--- src/rtl/core/vrsa_pkg.sv ---
package vrsa_pkg;

	// Default sizing of the buffer and the header stack.
	localparam int BUFFER_BYTES_DEF = 4096;
	localparam int HEADER_BYTES_DEF = 2;
	localparam int MAX_OBJECTS_DEF  = 2048;

	// Port field widths.
	localparam int CMD_W   = 2;
	localparam int BYTES_W = 13;
	localparam int COUNT_W = 12;

	// Capacity register value after reset.
	localparam logic [BYTES_W-1:0] CAP_RESET = 13'd4096;

	// Operation codes.
	typedef enum logic [CMD_W-1:0] {
		CMD_ALLOC = 2'd0,
		CMD_POP   = 2'd1,
		CMD_PEEK  = 2'd2,
		CMD_CLEAR = 2'd3
	} cmd_t;

	// Header stack update requested by the control logic.
	typedef struct packed {
		logic push;
		logic pop;
	} hdr_op_t;

	// Width for fill arithmetic: holds the buffer size plus a full request and pad.
	function automatic int fill_w(input int buf_bytes);
		int w;
		w = $clog2(buf_bytes + 1);
		if (w < BYTES_W) begin
			w = BYTES_W;
		end
		return w + 2;
	endfunction

	// Width of a stored header offset, always below the buffer size.
	function automatic int hdr_w(input int buf_bytes);
		return $clog2(buf_bytes);
	endfunction

	// Width of the record counter, which can reach the slot count itself.
	function automatic int cnt_w(input int max_objects);
		int w;
		w = $clog2(max_objects + 1);
		if (w < 1) begin
			w = 1;
		end
		return w;
	endfunction

	// Address width of the header memory.
	function automatic int addr_w(input int max_objects);
		int w;
		w = $clog2(max_objects);
		if (w < 1) begin
			w = 1;
		end
		return w;
	endfunction

endpackage

--- src/rtl/core/vrsa_ctrl.sv ---
module vrsa_ctrl #(
	parameter int BUFFER_BYTES = vrsa_pkg::BUFFER_BYTES_DEF,
	parameter int HEADER_BYTES = vrsa_pkg::HEADER_BYTES_DEF,
	parameter int MAX_OBJECTS  = vrsa_pkg::MAX_OBJECTS_DEF
) (
	input  logic                                     clk,
	input  logic                                     arst_n,
	input  logic                                     cfg_we,
	input  logic [vrsa_pkg::BYTES_W-1:0]             cfg_wdata,
	input  logic                                     adv,
	input  logic [vrsa_pkg::CMD_W-1:0]               cmd,
	input  logic [vrsa_pkg::BYTES_W-1:0]             obj_size,
	input  logic [vrsa_pkg::hdr_w(BUFFER_BYTES)-1:0] top,
	output vrsa_pkg::hdr_op_t                        op,
	output logic [vrsa_pkg::cnt_w(MAX_OBJECTS)-1:0]  count,
	output logic [vrsa_pkg::hdr_w(BUFFER_BYTES)-1:0] push_hdr,
	output logic                                     ok,
	output logic [vrsa_pkg::BYTES_W-1:0]             data_offset,
	output logic [vrsa_pkg::BYTES_W-1:0]             used_bytes,
	output logic [vrsa_pkg::BYTES_W-1:0]             free_bytes,
	output logic [vrsa_pkg::COUNT_W-1:0]             object_count,
	output logic                                     is_empty,
	output logic                                     is_full
);

	localparam int W  = vrsa_pkg::fill_w(BUFFER_BYTES);
	localparam int HW = vrsa_pkg::hdr_w(BUFFER_BYTES);
	localparam int CW = vrsa_pkg::cnt_w(MAX_OBJECTS);

	logic [vrsa_pkg::BYTES_W-1:0] cap_q;
	logic [W-1:0]                 fill_q;
	logic [CW-1:0]                count_q;
	logic [W-1:0]                 cap_eff;
	logic [W-1:0]                 free_now;
	logic [W-1:0]                 need;
	logic [W-1:0]                 sum;
	logic [W-1:0]                 padded;
	logic [W-1:0]                 fill_nx;
	logic [CW-1:0]                count_nx;
	logic [W-1:0]                 free_nx;
	logic [W-1:0]                 offset;
	logic                         alloc_ok;
	logic                         has_top;
	vrsa_pkg::cmd_t               cmd_e;

	// Capacity limited to the buffer, and the room left at the current fill.
	assign cap_eff  = (W'(cap_q) > W'(BUFFER_BYTES)) ? W'(BUFFER_BYTES) : W'(cap_q);
	assign free_now = (fill_q >= cap_eff) ? '0 : cap_eff - fill_q;
	assign need     = W'(obj_size) + W'(HEADER_BYTES);
	assign sum      = fill_q + need;
	assign padded   = sum + W'(sum[0]);
	assign alloc_ok = (free_now >= need) && (W'(count_q) < W'(MAX_OBJECTS));
	assign has_top  = (count_q != '0);
	assign cmd_e    = vrsa_pkg::cmd_t'(cmd);
	assign count    = count_q;
	assign push_hdr = fill_q[HW-1:0];

	// Decode the command into the next state and the result fields.
	always_comb begin
		fill_nx  = fill_q;
		count_nx = count_q;
		op       = '0;
		ok       = 1'b0;
		offset   = '0;
		case (cmd_e)
			vrsa_pkg::CMD_ALLOC: begin
				if (alloc_ok) begin
					fill_nx  = (padded > cap_eff) ? cap_eff : padded;
					count_nx = count_q + CW'(1);
					op.push  = adv;
					ok       = 1'b1;
					offset   = fill_q + W'(HEADER_BYTES);
				end
			end
			vrsa_pkg::CMD_POP: begin
				if (has_top) begin
					fill_nx  = W'(top);
					count_nx = count_q - CW'(1);
					op.pop   = adv;
					ok       = 1'b1;
					offset   = W'(top) + W'(HEADER_BYTES);
				end
			end
			vrsa_pkg::CMD_PEEK: begin
				if (has_top) begin
					ok     = 1'b1;
					offset = W'(top) + W'(HEADER_BYTES);
				end
			end
			vrsa_pkg::CMD_CLEAR: begin
				fill_nx  = '0;
				count_nx = '0;
				ok       = 1'b1;
			end
			default: begin
				ok = 1'b0;
			end
		endcase
	end

	// Status after the operation.
	assign free_nx      = (fill_nx >= cap_eff) ? '0 : cap_eff - fill_nx;
	assign data_offset  = offset[vrsa_pkg::BYTES_W-1:0];
	assign used_bytes   = fill_nx[vrsa_pkg::BYTES_W-1:0];
	assign free_bytes   = free_nx[vrsa_pkg::BYTES_W-1:0];
	assign object_count = vrsa_pkg::COUNT_W'(count_nx);
	assign is_empty     = (fill_nx == '0);
	assign is_full      = (fill_nx == cap_eff);

	// Capacity register, fill level and record count.
	always_ff @(posedge clk or negedge arst_n) begin
		if (!arst_n) begin
			cap_q   <= vrsa_pkg::CAP_RESET;
			fill_q  <= '0;
			count_q <= '0;
		end else begin
			if (cfg_we) begin
				cap_q <= cfg_wdata;
			end
			if (adv) begin
				fill_q  <= fill_nx;
				count_q <= count_nx;
			end
		end
	end

endmodule

--- config.mk ---
export PLATFORM = sky130hd
export DESIGN_NAME = vrsa_ctrl
export DESIGN_NICKNAME = d
export VERILOG_FILES = /design/src/rtl/core/vrsa_pkg.sv /design/src/rtl/core/vrsa_ctrl.sv
export SDC_FILE = /design/constraint.sdc
export NUM_CORES = 1
export LEC_CHECK = 0
export BUFFER_PORTS_ARGS = -buffer_cell sky130_fd_sc_hd__buf_4
export CAP_MARGIN = 20
export CORE_AREA = 5 5 111 192
export DETAILED_ROUTE_END_ITERATION = 12
export DIE_AREA = 0 0 116 197
export GPL_ROUTABILITY_DRIVEN = 0
export RECOVER_POWER = 25
export SLEW_MARGIN = 10
export SYNTH_ARGS = -nofsm -noshare
export SYNTH_HDL_FRONTEND = slang
export SYNTH_SLANG_ARGS = --single-unit
--- constraint.sdc ---
create_clock -name clk -period 20.1 [get_ports clk]
set_input_delay 4.02 -clock clk [delete_from_list [all_inputs] [get_ports clk]]
set_output_delay 4.02 -clock clk [all_outputs]
set_load 0.05 [all_outputs]
### Word level (Yosys, flattened, before mapping)

Cells that the tools add are included.

* bits in registers: 40
* input port bits: 44
* output and inout port bits: 80
* logic and storage cells: 47

* $add $sub $neg: 9
* $lt $le $gt $ge: 6
* equality and inequality tests: 4
* mux-type cells: 20
* reduce and logical (&&, ||, !) cells: 5

Operators by type and width (count)
* 2-to-1 mux 15 bit: 4
* 2-to-1 mux 13 bit: 4
* one-hot mux 15 bit (3 select lines): 1
* one-hot mux 12 bit (3 select lines): 1
* >= comparator 15 x 13 -> 1 bit: 2
* one-hot mux 13 bit (2 select lines): 1
* 2-to-1 mux 12 bit: 2
* adder 15 x 1 -> 15 bit: 1
* adder 15 x 14 -> 15 bit: 1
* == test 15 x 13 -> 1 bit: 1
* >= comparator 15 x 14 -> 1 bit: 1
* > comparator 15 x 13 -> 1 bit: 1
* zero test 15 bit: 1
* subtractor 13 x 15 -> 15 bit: 1
* adder 13 x 2 -> 14 bit, second input constant: 1
* adder 12 x 2 -> 13 bit, second input constant: 1
* adder 13 x 2 -> 13 bit, second input constant: 1
* > comparator 13 bit, second input constant: 1
* subtractor 13 bit: 1
* adder 12 x 1 -> 12 bit, second input constant: 1
* < comparator 12 bit, second input constant: 1
* nonzero test 12 bit: 1
* subtractor 12 x 1 -> 12 bit, second input constant: 1
* 2-to-1 mux 1 bit: 6
* other kinds (6): 7

### Logic depth before layout (Yosys ltp)

* depth in word-level cells: 10
* mapped depth: 37

### Least setup slack after synthesis

No wires, ideal clock.

* path kind: in2out
* start: input port obj_size[1] in the netlist's numbering
* end: output port free_bytes[6] in the netlist's numbering
* arrival: 12.185 ns
* path slack: 3.895 ns
* stages on the path: 33
* path buffers: 2
* cell sequence: ha_1 > xor2_1 > ha_1 > buf_6 > and3_1 > a221oi_2 > xnor2_1 > or4b_1 > buf_6 > nor4b_4 > and2b_2 > nand2_1 > nor2_1 > xor2_1 > ha_1 > a2111oi_0 > o31ai_1 > a221oi_2 > o21ai_2 > mux2_4 > a222oi_1 > inv_1 > ha_1 > and2_1 > and3_1 > and3_1 > a31oi_1 > o21ai_0 > a221oi_1 > o21ai_0 > a21o_1 > nor4_1 > a21boi_0

* cells in the longest elaborated chain, start to end: 9

Ends and longest elaborated chain
* from (decl): line vrsa_ctrl.sv:12 `input logic [vrsa_pkg::BYTES_W-1:0] obj_size,`
* adder 13 x 2 -> 14 bit (*): line vrsa_ctrl.sv:49 `assign need = W'(obj_size) + W'(HEADER_BYTES);`
* adder 15 x 14 -> 15 bit: line vrsa_ctrl.sv:50 `assign sum = fill_q + need;`
* adder 15 x 1 -> 15 bit: line vrsa_ctrl.sv:51 `assign padded = sum + W'(sum[0]);`
* > comparator 15 x 13 -> 1 bit: line vrsa_ctrl.sv:68 `fill_nx = (padded > cap_eff) ? cap_eff : padded;`
* 2-to-1 mux 15 bit: line vrsa_ctrl.sv:68
* 2-to-1 mux 15 bit (*): line vrsa_ctrl.sv:67 `if (alloc_ok) begin`
* one-hot mux 15 bit (3 select lines) (*): line vrsa_ctrl.sv:65 `case (cmd_e)`
* net fill_nx[10]: line vrsa_ctrl.sv:38 `logic [W-1:0] fill_nx;`
* >= comparator 15 x 13 -> 1 bit (*): line vrsa_ctrl.sv:102 `assign free_nx = (fill_nx >= cap_eff) ? '0 : cap_eff - fill_nx;`
* 2-to-1 mux 13 bit (*): line vrsa_ctrl.sv:102
* to (decl): line vrsa_ctrl.sv:20 `output logic [vrsa_pkg::BYTES_W-1:0] free_bytes,`

Mark *: on every way through the listed nets, which the timed path passes. The rest lies on a longest branch.

### Worst setup path in the final report

* start: input port obj_size[1] in the netlist's numbering
* end: output port free_bytes[6] in the netlist's numbering

* cells in the longest elaborated chain, start to end: 9

Ends and longest elaborated chain (line)
* adder 13 x 2 -> 14 bit (*): vrsa_ctrl.sv:49
* adder 15 x 14 -> 15 bit: vrsa_ctrl.sv:50
* adder 15 x 1 -> 15 bit: vrsa_ctrl.sv:51
* > comparator 15 x 13 -> 1 bit: vrsa_ctrl.sv:68
* 2-to-1 mux 15 bit: vrsa_ctrl.sv:68
* 2-to-1 mux 15 bit (*): vrsa_ctrl.sv:67
* one-hot mux 15 bit (3 select lines) (*): vrsa_ctrl.sv:65
* subtractor 13 bit or >= comparator 15 x 13 -> 1 bit (tied branches): vrsa_ctrl.sv:102
* 2-to-1 mux 13 bit (*): vrsa_ctrl.sv:102

Every way passes the cells marked *; elsewhere a longest branch is shown, timed or not.

==> results.md <==
* Post-route ant nets at 0
* Clock Skew at 0.00422 ns
* Chip height at 197 um
* #FFs+latches synth at 40
* Net switching power of the design at 619 uW
* WHS at 0.533 ns
* IO Pins at 124
* Leakage at 3.99 nW
* Clk sinks at 40
* Crit path max-delay cell type: or4b_1
* Unique cell type count in the Yosys netlist at 96
* Slew @ Worst Pin at 2.46 ns
* Largest net degree at the start of global routing at 46
* Layout Nets at 1184
* Unrepaired setup endpoints after global routing: no
* Critical Path Start Type: input port
* Core Area at 0.0196 mm2
* Post-synth top area cell: dfrtp_1
* F_max at 59.6 MHz
* Synth Area per Inst at 7.61 um2
* PostCTS Resize Cnt at 0
* Ant. Diodes at 0
* DRC at 0
* # rows at 68
* Antenna violations before repair at 0
* Setup crit end kind: primary output
* GRT Residual Overflow at 0
* Finish-stage setup viols at 0
* Synthesized net count at 1113
* Layout cells sized above 1 at 19.0%
* Via Count at 7968
* Sw Share at 58.7%
* Mapped Cells at 988
* Syn-to-layout area delta at 13.5%
* Crit path DAT at 12.76 ns
* Ranking of synthesized cells by area: dfrtp_1 (13%), ha_1 (13%), xnor2_1 (4.8%), mux2_2 (4.6%), nor2_1 (4.5%)
* Die width at 116 um
* FFs w/ async S/R, synth at 100%
* Fin. Hold Viols at 0
* Outcome: finished, violations left
* Reg clk slew, reported paths at 0.06 ns
* Internal power at 435 uW
* Reg power frac at 12.2%
* Critical Path RT at 16.08 ns
* Initial Util at 38.4%
* Final worst-path cycle share at 83.5%
* Shortest period the worst path allows at 16.78 ns
* DP Wirelength at 23800 um
* Synth top area share at 13.0%
* Die area at 0.0229 mm2
* First-pass detailed-route iteration total at 7
* Cts hold-fix bufs at 0
* Vias in the first global route at 8036
* Fillers at 2067
* Gr usage total at 25.2%
* Max Cap Viol at 1
* Hold/Removal Path Class: reg2reg
* DR iter-0 viols at 622
* Top FF cell, synth: dfrtp_1
* Max-slew violation total from the final report at 41
* Part of the Yosys area used for sequential elements at 13.3%
* Clock buffer depth at 2
* Failing checks: max-capacitance violations, max-slew violations
* Slew headroom at -63.7%
* Peak VDD IR at 0.100 mV
* Top-count cell post-synth: nor2_1
* Htree depth at 2
* Number of synthesized flops with an enable pin at 0
* Clock group share of total power at 7.9%
* Synth cell count leaders: nor2_1 (90), ha_1 (78), inv_1 (67)
* Drt total wl at 29400 um
* Critical path peak fanout at 12
* Comb power frac at 79.9%
* CTS tree: built
* Via density at 6.11
* Synth warn at 0
* First-pass GRT wire length at 44800 um
* I/O Buffers at 123
* # Post-CTS Setup Buffers at 0
* Syn Std Cell Area at 0.00752 mm2
* Most used cell, CP: ha_1
* Setup TNS at 0 ns
* Clock root cell: clkbuf_16
* CP peak stage delay at 0.65 ns
* Total CTS buffers at 5
* Worst skew pair latency at 0.29 ns
* CP Class: in2out
* Power per cell area at 124 mW/mm2
* Routed len/inst at 22.5 um
metal layers:
| metal | routed length [um] | part of all wire (%) | global-route usage (%) |
|---|---|---|---|
| met1 | 10100 | 34 | 25.9 |
| met4 | 2460 | 8.4 | 17.0 |
| met5 | 0 | 0 | 0 |
| met3 | 1780 | 6.0 | 3.56 |
| met2 | 15100 | 51 | 46.1 |
critical path: cells and delay by family:
kind	cells	cell delay [ns]
AO/OA/AOI/OAI	12	3.39
AND/OR/NAND/NOR	11	2.55
adder cells (fa/ha/maj)	4	1.23
XOR/XNOR	3	0.76
buffers and inverters	3	0.47
multiplexers	1	0.33
cells in the final DEF, fill, tap and decap left out, types with 27 or more instances in the layout:
cell,count
ha_1,78
o21ai_0,54
nand3_1,38
inv_1,67
a21oi_1,58
nor2_1,90
mux2_2,31
dfrtp_1,39
buf_4,130
xnor2_1,41
and3_1,27
nand2_1,62
xor2_1,27
kinds of logic (layout without fill, tap and decap cells):
| family | Yosys count | count (layout) | synth area share, % |
|---|---|---|---|
| buffers and inverters | 137 | 209 | 8.95 |
| multiplexers | 42 | 42 | 6.34 |
| adder cells (fa/ha/maj) | 83 | 83 | 14.0 |
| flip-flops | 40 | 40 | 13.3 |
| AO/OA/AOI/OAI | 272 | 272 | 25.3 |
| AND/OR/NAND/NOR | 344 | 344 | 23.7 |
| XOR/XNOR | 69 | 69 | 8.29 |
| other | 1 | 1 | 0.0499 |
per-stage QoR:
| stage | instance area, um2 | power (mW) | setup WS (ns) | utilization, % | instances |
|---|---|---|---|---|---|
| after floorplan | 7520 | 0.755 | 3.90 | - | 988 |
| after global placement | 8400 | 0.957 | 3.58 | 42.9 | 1297 |
| after detailed placement | 8400 | 0.960 | 3.47 | 42.9 | 1297 |
| after CTS | 8540 | 1.05 | 3.41 | 43.7 | 1305 |
| after global routing | 8530 | 1.12 | 2.50 | 43.6 | 1305 |
| final | 8530 | 1.05 | 3.32 | 43.6 | 1305 |
layout make-up:
| cell class | count | area (um2) | area share [%] |
|---|---|---|---|
| inverters | 69 | 259 | 3.03 |
| clock buffers | 7 | 133 | 1.55 |
| well taps | 245 | 307 | 3.59 |
| clock inverters | 1 | 8.76 | 0.103 |
| multi-input cells | 811 | 5840 | 68.5 |
| flip-flops and latches | 40 | 1000 | 11.7 |
| repair buffers | 132 | 983 | 11.5 |
registers in the layout, indices dropped and copies added, names as in the netlist:
| signal | flops |
|---|---|
| cap_q | 13 |
| count | 12 |
| fill_q | 15 |
power by group through the flow:
stage | logic (mW) | registers (mW) | clock network (mW)
2_1_floorplan | 0.631 | 0.124 | 0
3_3_place_gp | 0.829 | 0.128 | 0
3_5_place_dp | 0.832 | 0.128 | 0
4_1_cts | 0.836 | 0.127 | 0.0836
5_1_grt | 0.904 | 0.129 | 0.0873
6_report | 0.842 | 0.128 | 0.0835
final timing paths:
path	from	end	slack, ns	cells after the start
max	obj_size[1]	free_bytes[6]	3.32	34
min	cap_q[1]$_DFFE_PN0P_	cap_q[1]$_DFFE_PN0P_	0.53	1
max reg2reg	cap_q[12]$_DFFE_PN1P_	fill_q[0]$_DFFE_PN0P_	12.88	21
min reg2reg	cap_q[1]$_DFFE_PN0P_	cap_q[1]$_DFFE_PN0P_	0.53	1
max in group asynchronous	arst_n	count[1]$_DFFE_PN0P_	14.22	1
min in group asynchronous	arst_n	cap_q[7]$_DFFE_PN0P_	4.47	1
No activity file was read; power rests on OpenSTA's default activity.
